===== src/sv/sea_block_cipher_defines.svh =====
// Assertion macros used by the block cipher controller.
`ifndef SEA_BLOCK_CIPHER_DEFINES_SVH
`define SEA_BLOCK_CIPHER_DEFINES_SVH

// Same-cycle implication, sampled on clk and disabled during reset.
`define SBC_ASSERT_IMP(lbl, ante, cons, msg) \
  lbl: assert property (@(posedge clk) disable iff (!rst_n) (ante) |-> (cons)) else $error(msg);

// Next-cycle implication, sampled on clk and disabled during reset.
`define SBC_ASSERT_NXT(lbl, ante, cons, msg) \
  lbl: assert property (@(posedge clk) disable iff (!rst_n) (ante) |=> (cons)) else $error(msg);

`endif


===== src/sv/sbc_pkg.sv =====
// Types, constants and the round mixing function of the block cipher.
`default_nettype none
package sbc_pkg;

  localparam int WORD_BITS    = 32;
  localparam int NUM_KEY_REGS = 6;
  localparam int CFG_IDX_W    = 3;

  typedef logic [WORD_BITS-1:0] word_t;
  typedef logic [2:0][WORD_BITS-1:0] word3_t;
  typedef logic [5:0][WORD_BITS-1:0] word6_t;

  typedef struct packed {
    logic  kind;
    word_t block_word_0;
    word_t block_word_1;
    word_t block_word_2;
    word_t block_word_3;
    word_t block_word_4;
    word_t block_word_5;
  } sbc_in_t;

  typedef struct packed {
    word_t result_word_0;
    word_t result_word_1;
    word_t result_word_2;
    word_t result_word_3;
    word_t result_word_4;
    word_t result_word_5;
  } sbc_out_t;

  typedef enum logic [2:0] {
    ST_IDLE,
    ST_KEYGEN,
    ST_PREFETCH,
    ST_ROUND,
    ST_DONE
  } sbc_state_t;

  typedef struct packed {
    logic load;
    logic kinit;
    logic kaddr_first;
    logic kg_step;
    logic rd_step;
    logic round_en;
  } sbc_cmd_t;

  // Key addition, bitsliced S-box and the single-bit word rotations.
  function automatic word3_t sbc_mix(input word3_t x, input word3_t k);
    word_t  a;
    word_t  b;
    word_t  c;
    word3_t t;
    a = x[0] + k[0];
    b = x[1] + k[1];
    c = x[2] + k[2];
    a = a ^ (b & c);
    b = b ^ (a & c);
    c = c ^ (a | b);
    t[0] = {a[0], a[WORD_BITS-1:1]};
    t[1] = b;
    t[2] = {c[WORD_BITS-2:0], c[WORD_BITS-1]};
    return t;
  endfunction

endpackage
`default_nettype wire


===== src/sv/sbc_ctrl.sv =====
// Controller state machine: key schedule pass, key prefetch, round loop, result strobe.
`default_nettype none
module sbc_ctrl
  import sbc_pkg::*;
#(
  parameter int ROUNDS = 51
) (
  input  wire logic     clk,
  input  wire logic     rst_n,
  input  wire logic     start,
  output logic          busy,
  output logic          out_valid,
  output sbc_cmd_t      cmd
);

  localparam int CW = $clog2(ROUNDS + 1);
  localparam logic [CW-1:0] RLAST = CW'(ROUNDS - 1);

  sbc_state_t    state_r, state_nxt;
  logic [CW-1:0] cnt_r, cnt_nxt;
  logic          keys_ready_r, keys_ready_nxt;
  logic          accept;

  assign busy      = (state_r != ST_IDLE);
  assign out_valid = (state_r == ST_DONE);
  assign accept    = start && !busy;

  always_comb begin
    state_nxt = state_r;
    case (state_r)
      ST_IDLE: begin
        if (accept) begin
          state_nxt = keys_ready_r ? ST_PREFETCH : ST_KEYGEN;
        end
      end
      ST_KEYGEN: begin
        if (cnt_r == RLAST) begin
          state_nxt = ST_PREFETCH;
        end
      end
      ST_PREFETCH: state_nxt = ST_ROUND;
      ST_ROUND: begin
        if (cnt_r == RLAST) begin
          state_nxt = ST_DONE;
        end
      end
      ST_DONE: state_nxt = ST_IDLE;
      default: state_nxt = ST_IDLE;
    endcase
  end

  always_comb begin
    cmd            = '0;
    cnt_nxt        = cnt_r;
    keys_ready_nxt = keys_ready_r;
    case (state_r)
      ST_IDLE: begin
        cnt_nxt = '0;
        if (accept) begin
          cmd.load        = 1'b1;
          cmd.kinit       = !keys_ready_r;
          cmd.kaddr_first = keys_ready_r;
        end
      end
      ST_KEYGEN: begin
        cmd.kg_step = 1'b1;
        cnt_nxt     = cnt_r + 1'b1;
        if (cnt_r == RLAST) begin
          cmd.kaddr_first = 1'b1;
          keys_ready_nxt  = 1'b1;
          cnt_nxt         = '0;
        end
      end
      ST_PREFETCH: begin
        cmd.rd_step = 1'b1;
        cnt_nxt     = '0;
      end
      ST_ROUND: begin
        cmd.rd_step  = 1'b1;
        cmd.round_en = 1'b1;
        cnt_nxt      = cnt_r + 1'b1;
      end
      ST_DONE: cnt_nxt = '0;
      default: cnt_nxt = '0;
    endcase
  end

  always_ff @(posedge clk) begin
    if (!rst_n) begin
      state_r      <= ST_IDLE;
      cnt_r        <= '0;
      keys_ready_r <= 1'b0;
    end else begin
      state_r      <= state_nxt;
      cnt_r        <= cnt_nxt;
      keys_ready_r <= keys_ready_nxt;
    end
  end

`include "sea_block_cipher_defines.svh"

  `SBC_ASSERT_IMP(a_done_keys, out_valid, keys_ready_r, "result strobed without a key schedule")
  `SBC_ASSERT_NXT(a_accept_busy, accept, busy, "accepted request did not raise busy")
  `SBC_ASSERT_NXT(a_done_idle, state_r == ST_DONE, state_r == ST_IDLE, "result held past one cycle")
  `SBC_ASSERT_IMP(a_keygen_once, state_r == ST_KEYGEN, !keys_ready_r, "key schedule rebuilt")

endmodule
`default_nettype wire


===== config.mk =====
export PLATFORM = sky130hd
export DESIGN_NAME = sbc_ctrl
export DESIGN_NICKNAME = d
export VERILOG_FILES = /design/src/sv/sbc_pkg.sv /design/src/sv/sbc_ctrl.sv
export VERILOG_INCLUDE_DIRS = /design/src /design/src/sv
export SDC_FILE = /design/constraint.sdc
export NUM_CORES = 1
export LEC_CHECK = 0
export ABC_AREA = 1
export BUFFER_PORTS_ARGS = -buffer_cell sky130_fd_sc_hd__buf_2
export CAP_MARGIN = 0
export CELL_PAD_IN_SITES_DETAIL_PLACEMENT = 0
export CELL_PAD_IN_SITES_GLOBAL_PLACEMENT = 1
export CORE_MARGIN = 2
export CORE_UTILIZATION = 32
export DETAILED_ROUTE_END_ITERATION = 16
export GPL_TIMING_DRIVEN = 0
export PLACE_DENSITY = 0.67
export SYNTH_ARGS = -nofsm -noshare
export SYNTH_HDL_FRONTEND = slang
export SYNTH_SLANG_ARGS = --single-unit

===== constraint.sdc =====
create_clock -name clk -period 1.2 [get_ports clk]
set_clock_uncertainty 0.1 [all_clocks]
set_input_delay 0.06 -clock clk [delete_from_list [all_inputs] [get_ports clk]]
set_output_delay 0.06 -clock clk [all_outputs]
set_load 0.05 [all_outputs]

==> flow_summary.ini, run 1 <==
[die]
pin_count = 11
fp.dieH_um = 44.6
start_util_pct = 34.6
dieArea_mm2 = 0.00199
row_count = 14
die_w_um = 44.6
core_area_mm2 = 0.00152

[clock_tree]
insertion_delay_ps = 260
cts_buffer_depth = 2
cts_tree = yes
cts.sinks = 10
htree_levels = 1
clkTransAtPathRegs_ps = 70
cts_root_buffer = clkbuf_4
cts_made_buffers = 3

[outcome]
violations = negative setup slack
outcome = finished with violations

[synth]
synth-edff-count = 0
syn_area_per_cell_um2 = 7.33
synth_seq_cells = 10
synth_seq_area_share_pct = 37.9
synth_cell_types = 18
synth_largest_area_cell = dfxtp_1
synthTopCellsByArea = dfxtp_1 38%, nor2_1 8.5%, inv_1 7.8%
synth_common_cells = 12 x nor2_1, 11 x inv_1, 10 x dfxtp_1, 9 x nand2_1
yosysWarnings = 0
synth_area_um2 = 528
syn_inst = 72
synth_top_flop_cell = dfxtp_1
yosysMostFrequentCell = nor2_1
yosysTopAreaCellShare_pct = 37.9
synth_fp_nets = 77
synthArstFlopShare_pct = 0

[layout]
n_fill_cell = 138
utilization_pct = 61.2
area_growth_pct = 76.5
final_nets = 108
layoutNonFillerInstCount = 118
n_antenna_cell = 0
drive_gt1_share_pct = 58.8
finalInstanceArea_um2 = 932

[min_path]
worstHoldPathType = in -> reg

[sta]
max_freq_mhz = 704
fin_crit_sh_pct = 118
worst_slack_ps = -221
min_period_ps = 1420
slew_violations = 0
rsz0062_at_grt = true
max_slew_margin_pct = 86.9
hold_ws_ps = 90.5
worst_slew_pin_slew_ps = 196
final_hold_viol_count = 0
setup_viol = 14

[critical_path]
arrival_ps = 1260
path_max_fanout = 3
endpoint_kind = primary output
critPathKind = reg -> out
cp_data_required_time_ps = 1040
crit_path_start_kind = flop

[power]
max-vdd-ir-drop_uv = 632
power_frac_comb_pct = 40.5
leakage_nw = 0.427
switching_power_uw = 363
p_int_uw = 646
power.clock.fraction_pct = 24.2
swShare_pct = 36.0
powerDensity_mw_per_mm2 = 1080
p_seq_share_pct = 35.4

[grt]
grt_max_degree = 7
grt-ovfl-total = 0
grt_pass1_wl_um = 2030
grt_use_total_pct = 14.4
grt_pass1_vias = 468
antenna_found_initial = 0

[placement]
globalplace.congestion = 0.711
hpwlAfterDp_um = 762
place_area_um2 = 646
dp_slack_ps = -170
portBuffers = 10
dp.cells = 98

[route]
vias_per_cell = 4.53
drtAntennaViolNets = 0
post_drt_wl_per_cell_um = 9.88
drt_iter0_markers = 8
routed_wirelength_um = 1170
drc = 0
dr.pass1.iters = 4
num_vias = 534

[run]
drv_cap = 0
==> cell usage in the layout, fill, tap and decap left out <==
| cell type | instances |
|---|---|
| a21oi_1 | 2 |
| a21oi_2 | 2 |
| buf_2 | 2 |
| buf_4 | 10 |
| buf_6 | 10 |
| buf_8 | 3 |
| clkbuf_1 | 1 |
| clkbuf_4 | 3 |
| dfxtp_1 | 5 |
| dfxtp_2 | 2 |
| dfxtp_4 | 3 |
| dlygate4sd3_1 | 1 |
| ha_1 | 2 |
| inv_1 | 8 |
| inv_2 | 4 |
| inv_4 | 2 |
| nand2_1 | 6 |
| nand2_2 | 2 |
| nand2_4 | 5 |
| nand3_1 | 3 |
| nand3_2 | 1 |
| nand3_4 | 1 |
| nand4_1 | 3 |
| nor2_1 | 6 |
| nor2_2 | 5 |
| nor2_4 | 4 |
| o211ai_1 | 1 |
| o21ai_4 | 1 |
| o21bai_1 | 1 |
| xnor2_1 | 1 |
| xor2_1 | 2 |
==> layout make-up <==
cell class	count	area, µm²	area share, %
multi-input combinational	48	362	38.8
tap	16	20.0	2.15
inverter	14	57.6	6.17
clock buffer	4	26.3	2.82
sequential	10	214	23.0
timing repair buffer	26	253	27.1
==> power groups by stage <==
stage / combinational (mW) / clock, mW / sequential (mW)
2_1_floorplan: 0.196 / 0 / 0.364
3_3_place_gp: 0.238 / 0 / 0.366
3_5_place_dp: 0.238 / 0 / 0.367
4_1_cts: 0.359 / 0.255 / 0.354
5_1_grt: 0.433 / 0.275 / 0.358
6_report: 0.408 / 0.244 / 0.357
==> logic make-up after synthesis <==
kind of cell / count (synthesis) / synth area share [%]
AND/OR/NAND/NOR: 36 / 34.8
adder cells (fa/ha/maj): 2 / 4.74
AO/OA/AOI/OAI: 7 / 7.58
flip-flops: 10 / 37.9
buffers and inverters: 14 / 9.95
XOR/XNOR: 3 / 4.98
==> registers in the layout, summed over array words and instances (netlist names) <==
register,count
cnt_r,6
state_r,3
keys_ready_r,1
==> worst max-delay path: stages, from the launching register on <==
cell and delay (ps):
dfxtp_4 360, buf_6 110, nor2_4 90, nand4_1 170, o21ai_4 100, buf_6 170
==> stage by stage <==
step | TNS (ps) | total power [mW]
after global placement | -899 | 0.605
after global routing | -2550 | 1.07
after detailed placement | -1060 | 0.605
after floorplan | -476 | 0.560
final | -1240 | 1.01
after CTS | -1240 | 0.968
==> path summary, 6_finish.rpt <==
check / start / end / slack (ps) / cells after the start
hold reg to reg: cnt_r[0] / cnt_r[0] / 420 / 2
hold / removal: start / state_r[0] / 90 / 5
setup / recovery: state_r[1] / cmd[3] / -220 / 5
setup reg to reg: state_r[1] / cnt_r[5] / -80 / 8
==> routing by layer <==
layer | wire length [µm] | vias up | GRT usage (%)
met5 | 0 | - | 0
met4 | 12 | 0 | 9.09
met3 | 31 | 2 | 3.67
met2 | 556 | 10 | 20.6
met1 | 566 | 235 | 19.2
li1 | - | 287 | -
==> what timing repair did <==
action                                 CTS  global route
endpoints found under the hold margin    4             0
setup endpoints to repair               16            18
gates cloned                             0             0
setup buffers                           14             1
hold buffers                             1             0
pin swaps                                8             7
gates resized for setup                 27            17
(Power assumes the default switching activity.)
==> run 2, diff against run 1 <==
--- a/config.mk
+++ b/config.mk
@@ -12,10 +12,10 @@
 export CELL_PAD_IN_SITES_DETAIL_PLACEMENT = 0
 export CELL_PAD_IN_SITES_GLOBAL_PLACEMENT = 1
 export CORE_MARGIN = 2
-export CORE_UTILIZATION = 32
+export CORE_UTILIZATION = 35
 export DETAILED_ROUTE_END_ITERATION = 16
 export GPL_TIMING_DRIVEN = 0
-export PLACE_DENSITY = 0.67
+export PLACE_DENSITY = 0.69
 export SYNTH_ARGS = -nofsm -noshare
 export SYNTH_HDL_FRONTEND = slang
 export SYNTH_SLANG_ARGS = --single-unit
==> constraint.sdc (replaced) <==
create_clock -name clk -period 1.4 [get_ports clk]
set_clock_uncertainty 0.1 [all_clocks]
set_input_delay 0.07 -clock clk [delete_from_list [all_inputs] [get_ports clk]]
set_output_delay 0.07 -clock clk [all_outputs]
set_load 0.05 [all_outputs]
==> run 2 against run 1 <==
Against the previous run: the run still ends with negative setup slack left; first-iteration DRC count fell by 13%; clock power grew 7%; setup slack better by 190 ps; critical endpoint unchanged; largest power group is now registers.
==> flow_summary.ini, run 2 (synthesized netlist as in run 1, its figures left out) <==
[placement]
portBuffers = 10
globalplace.congestion = 0.742
hpwlAfterDp_um = 743
dp.cells = 98

[layout]
utilization_pct = 53.5
largest_registers = cnt_r: 6 flops, state_r: 3 flops, keys_ready_r: 1 flops
n_fill_cell = 143
drive_gt1_share_pct = 49.5
largest_reg_flops = 6
final_cell_mix = 9 x nor2_1, 8 x inv_1, 7 x nand2_1, 6 x nand2_2, 6 x buf_4
top_register = cnt_r
area_growth_pct = 47.4
final_common_cell = nor2_1
layoutNonFillerInstCount = 109
final_nets = 99
n_antenna_cell = 0

[sta]
min_period_ps = 1430
max_slew_margin_pct = 83.2
setup_viol = 1
worst_slew_pin_slew_ps = 254
fin_crit_sh_pct = 102
final_hold_viol_count = 0
max_freq_mhz = 699
rsz0062_at_grt = true
worst_slack_ps = -31.3
slew_violations = 0
hold_ws_ps = 95.1

[die]
fp.dieH_um = 42.8
core_area_mm2 = 0.00145
dieArea_mm2 = 0.00184
pin_count = 11
row_count = 14
die_w_um = 42.8
start_util_pct = 36.3

[route]
post_drt_wl_per_cell_um = 9.88
routed_wirelength_um = 1080
dr.pass1.iters = 4
vias_per_cell = 4.39
drc = 0
num_vias = 478
drtAntennaViolNets = 0
drt_iter0_markers = 7

[clock_tree]
clkTransAtPathRegs_ps = 70
cts_made_buffers = 3
cts_tree = yes
insertion_delay_ps = 260
cts.sinks = 10
cts_buffer_depth = 2
htree_levels = 1
cts_root_buffer = clkbuf_4

[grt]
antenna_found_initial = 0
grt_pass1_wl_um = 1810
grt_use_total_pct = 13.9
grt-ovfl-total = 0
grt_pass1_vias = 439
grt_max_degree = 7

[power]
powerDensity_mw_per_mm2 = 1050
switching_power_uw = 277
power_frac_comb_pct = 31.3
power.clock.fraction_pct = 31.8
p_seq_share_pct = 36.9
leakage_nw = 0.355
swShare_pct = 33.9
power_uw = 818
p_int_uw = 541
max-vdd-ir-drop_uv = 645

[critical_path]
critPathBufInv = 2
path_max_fanout = 5
arrival_ps = 1260
reg2reg_slack_ps = 140
crit_path_start_kind = flop
critical-path-top-delay-family = flip-flops
endpoint_kind = primary output
cp_data_required_time_ps = 1230
path_cells = inv_1, ha_2, nand4_1, o21ai_2, buf_6
cpPeakStageDelay_ps = 340
critPathKind = reg -> out
slowest_stage = dfxtp_2

[min_path]
worstHoldPathType = in -> reg

[outcome]
violations = negative setup slack
outcome = finished with violations

[run]
drv_cap = 0
## run 2: cell types whose count changed in the layout (fill, tap and decap cells not counted), sizes merged
cell / delta
buf: -9
## run 2: what timing repair did
action	4_1_cts	5_1_grt
hold buffers	1	0
setup endpoints to repair	5	8
pin swaps	3	1
resized for setup	18	11
hold endpoints to repair	4	0
buffers inserted	5	1
## run 2: routing by layer
metal  wire length (µm)  vias to the layer above  global-route usage (%)
met1                494                      202                    16.1
li1                   -                      265                       -
met3                 49                        2                    4.26
met4                 21                        0                    11.3
met5                  0                        -                       0
met2                512                        9                    20.9
## run 2: stage by stage
step | setup slack, ps | setup TNS [ps] | instance area [µm²]
after floorplan | 15.8 | 0 | 542
after global placement | 51.5 | 0 | 612
after detailed placement | 15.9 | 0 | 612
after CTS | -40.4 | -40.4 | 747
after global routing | -145 | -234 | 778
final | -31.3 | -31.3 | 778
## run 2: worst paths after layout
kind,start,endpoint,cells past startpoint
setup / recovery,cnt_r[0],cmd[3],5
hold / removal,start,state_r[0],5
setup reg to reg,cnt_r[0],cnt_r[0],7
hold reg to reg,cnt_r[0],cnt_r[0],1
## run 2: power by group through the flow
stage	clock, mW	combinational [mW]	sequential (mW)
floorplan	0	0.157	0.311
global placement	0	0.192	0.313
detailed placement	0	0.194	0.313
CTS	0.269	0.239	0.302
global route	0.286	0.276	0.303
finish	0.260	0.256	0.302
## run 2: worst min-delay path, stage by stage
cell,delay (ps)
buf_2,110
inv_1,40
nand2_1,90
nand2_1,80
a21oi_1,40
## run 2: area by class of cell
cell class / instances / area (µm²) / area share, %
Tap cell: 16 / 20.0 / 2.57
Timing Repair Buffer: 17 / 151 / 19.5
Inverter: 14 / 55.1 / 7.07
Clock buffer: 4 / 36.3 / 4.66
Multi-Input combinational cell: 48 / 304 / 39.1
Sequential cell: 10 / 211 / 27.2
==> run 3, diff against run 2 <==
--- a/config.mk
+++ b/config.mk
@@ -16,6 +16,7 @@
 export DETAILED_ROUTE_END_ITERATION = 16
 export GPL_TIMING_DRIVEN = 0
 export PLACE_DENSITY = 0.69
+export REMOVE_ABC_BUFFERS = 1
 export SYNTH_ARGS = -nofsm -noshare
 export SYNTH_HDL_FRONTEND = slang
 export SYNTH_SLANG_ARGS = --single-unit
==> constraint.sdc (replaced) <==
create_clock -name clk -period 1.6 [get_ports clk]
set_clock_uncertainty 0.1 [all_clocks]
set_input_delay 0.08 -clock clk [delete_from_list [all_inputs] [get_ports clk]]
set_output_delay 0.08 -clock clk [all_outputs]
set_load 0.05 [all_outputs]
==> run 3 against run 2 <==
Against the previous run: the run now ends clean; first-iteration DRC count stayed put; setup slack improved by 130 ps; non-clock buffer count is 6 lower; core utilization down 8.4 points; final cell count decreased by 6.4%; via count shrank 5.6%; sequential power decreased by 12%; total power shrank 26%; largest power group unchanged; highest routed layer unchanged.
==> flow_summary.ini, run 3 (synthesized netlist as in run 1, its figures left out) <==
[outcome]
outcome = finished clean

[power]
power_uw = 608
powerDensity_mw_per_mm2 = 928
max-vdd-ir-drop_uv = 406
leakage_nw = 0.310

[sta]
max_freq_mhz = 664
max_slew_margin_pct = 83.5
fin_crit_sh_pct = 94.1
min_period_ps = 1510
setup_viol = 0
slew_violations = 0
worst_slew_pin_slew_ps = 250
rsz0062_at_grt = true
setup_tns_ps = 0
final_hold_viol_count = 0

[placement]
hpwlAfterDp_um = 741
place_area_um2 = 598
globalplace.congestion = 0.719
portBuffers = 10

[die]
row_count = 14
die_w_um = 42.8
dieArea_mm2 = 0.00184
start_util_pct = 36.3
pin_count = 11
core_area_mm2 = 0.00145
fp.dieH_um = 42.8

[route]
drt_iter0_markers = 7
drtAntennaViolNets = 0
post_drt_wl_per_cell_um = 9.12
vias_per_cell = 4.42
routed_wirelength_um = 930
num_vias = 451
dr.pass1.iters = 3
drc = 0

[critical_path]
slowest_stage = dfxtp_1
r2r-end = cnt_r[0]
endpoint_kind = primary output
critPathKind = reg -> out
crit_start = state_r[1]
r2r_cells = 7
reg2reg_slack_ps = 290
timing.rr.start = cnt_r[0]
cp-endpoint = cmd[3]
arrival_ps = 1330
crit_path_start_kind = flop
cpPeakStageDelay_ps = 350
critPathMostFrequentCell = nand2_1
path_cells = inv_1, nand2_1, nor2_2, nand2_1, o21ai_2, buf_6
path_max_fanout = 5
cp_data_required_time_ps = 1420

[clock_tree]
cts.sinks = 10
htree_levels = 1
cts_buffer_depth = 2
insertion_delay_ps = 260
cts_tree = yes
cts_made_buffers = 3
cts_root_buffer = clkbuf_4
postCtsSetupBuffers = 0
clkTransAtPathRegs_ps = 60

[min_path]
worstHoldPathType = in -> reg

[layout]
drive_gt1_share_pct = 32.6
largest_registers = cnt_r: 6 flops, state_r: 3 flops, keys_ready_r: 1 flops
top_register = cnt_r
finalInstanceArea_um2 = 656
area_growth_pct = 24.2
n_antenna_cell = 0
largest_reg_flops = 6
final_cell_mix = 11 x inv_1, 10 x nor2_1, 9 x nand2_1, 9 x dfxtp_1, 7 x buf_2
final_nets = 93
final_common_cell = inv_1
utilization_pct = 45.1

[grt]
grt_pass1_wl_um = 1580
grt_use_total_pct = 12.0
grt_pass1_vias = 377
antenna_found_initial = 0
grt-ovfl-total = 0
grt_max_degree = 7

[run]
drv_cap = 0
run 3: cell types whose count changed in the layout (fill, tap and decap cells not counted), sizes merged:
| cell | delta |
|---|---|
| buf | -7 |
run 3: power breakdown:
group	internal (mW)	leakage, nW	switching, mW
Sequential	0.257	0.0815	0.00999
Combinational	0.0478	0.215	0.127
Clock	0.0866	0.0138	0.0798
Total	0.391	0.310	0.217
run 3: worst min path at each step:
stage                     start         end  slack, ps  depth (start not counted)
final                     start  state_r[0]        100                          5
after detailed placement  rst_n  state_r[0]        270                          3
after floorplan           rst_n  state_r[0]        100                          2
after global placement    rst_n  state_r[0]        260                          3
after global routing      start  state_r[0]        150                          5
after CTS                 start  state_r[0]         90                          5
run 3: repair_timing:
action / in CTS / in global routing
hold endpoints to repair: 1 / 0
setup endpoints to repair: 1 / 3
pin swaps: 0 / 1
gates resized for setup: 1 / 10
hold buffers: 1 / 0
run 3: metal layers:
layer  share of wire (%)  vias to the layer above  track usage (%)
li1                    -                      254                -
met1                  54                      186             17.4
met2                  39                        9             13.6
met3                 4.8                        2             4.26
met4                 1.5                        0             9.38
met5                   0                        -                0
run 3: cell type report:
cell class	instances	area, µm²
fillers	158	798
multi-input cells	48	284
flip-flops and latches	10	201
repair buffers	11	75.1
inverters	14	52.6
clock buffers	3	22.5
well taps	16	20.0
run 3: stage by stage:
step | hold WS, ps | setup slack (ps) | instances
floorplan | 103 | -522 | 72
global placement | 264 | 265 | 98
detailed placement | 268 | 253 | 98
CTS | 91.4 | 11.0 | 102
global route | 146 | -18.1 | 102
finish | 96.4 | 94.1 | 102
run 3: worst max-delay path: cells and delay by family, from the launching register on:
kind,cells,cell delay [ps]
and+or+nand+nor,3,330
buffers and inverters,2,250
AOI/OAI and AO/OA,1,140
DFF,1,350
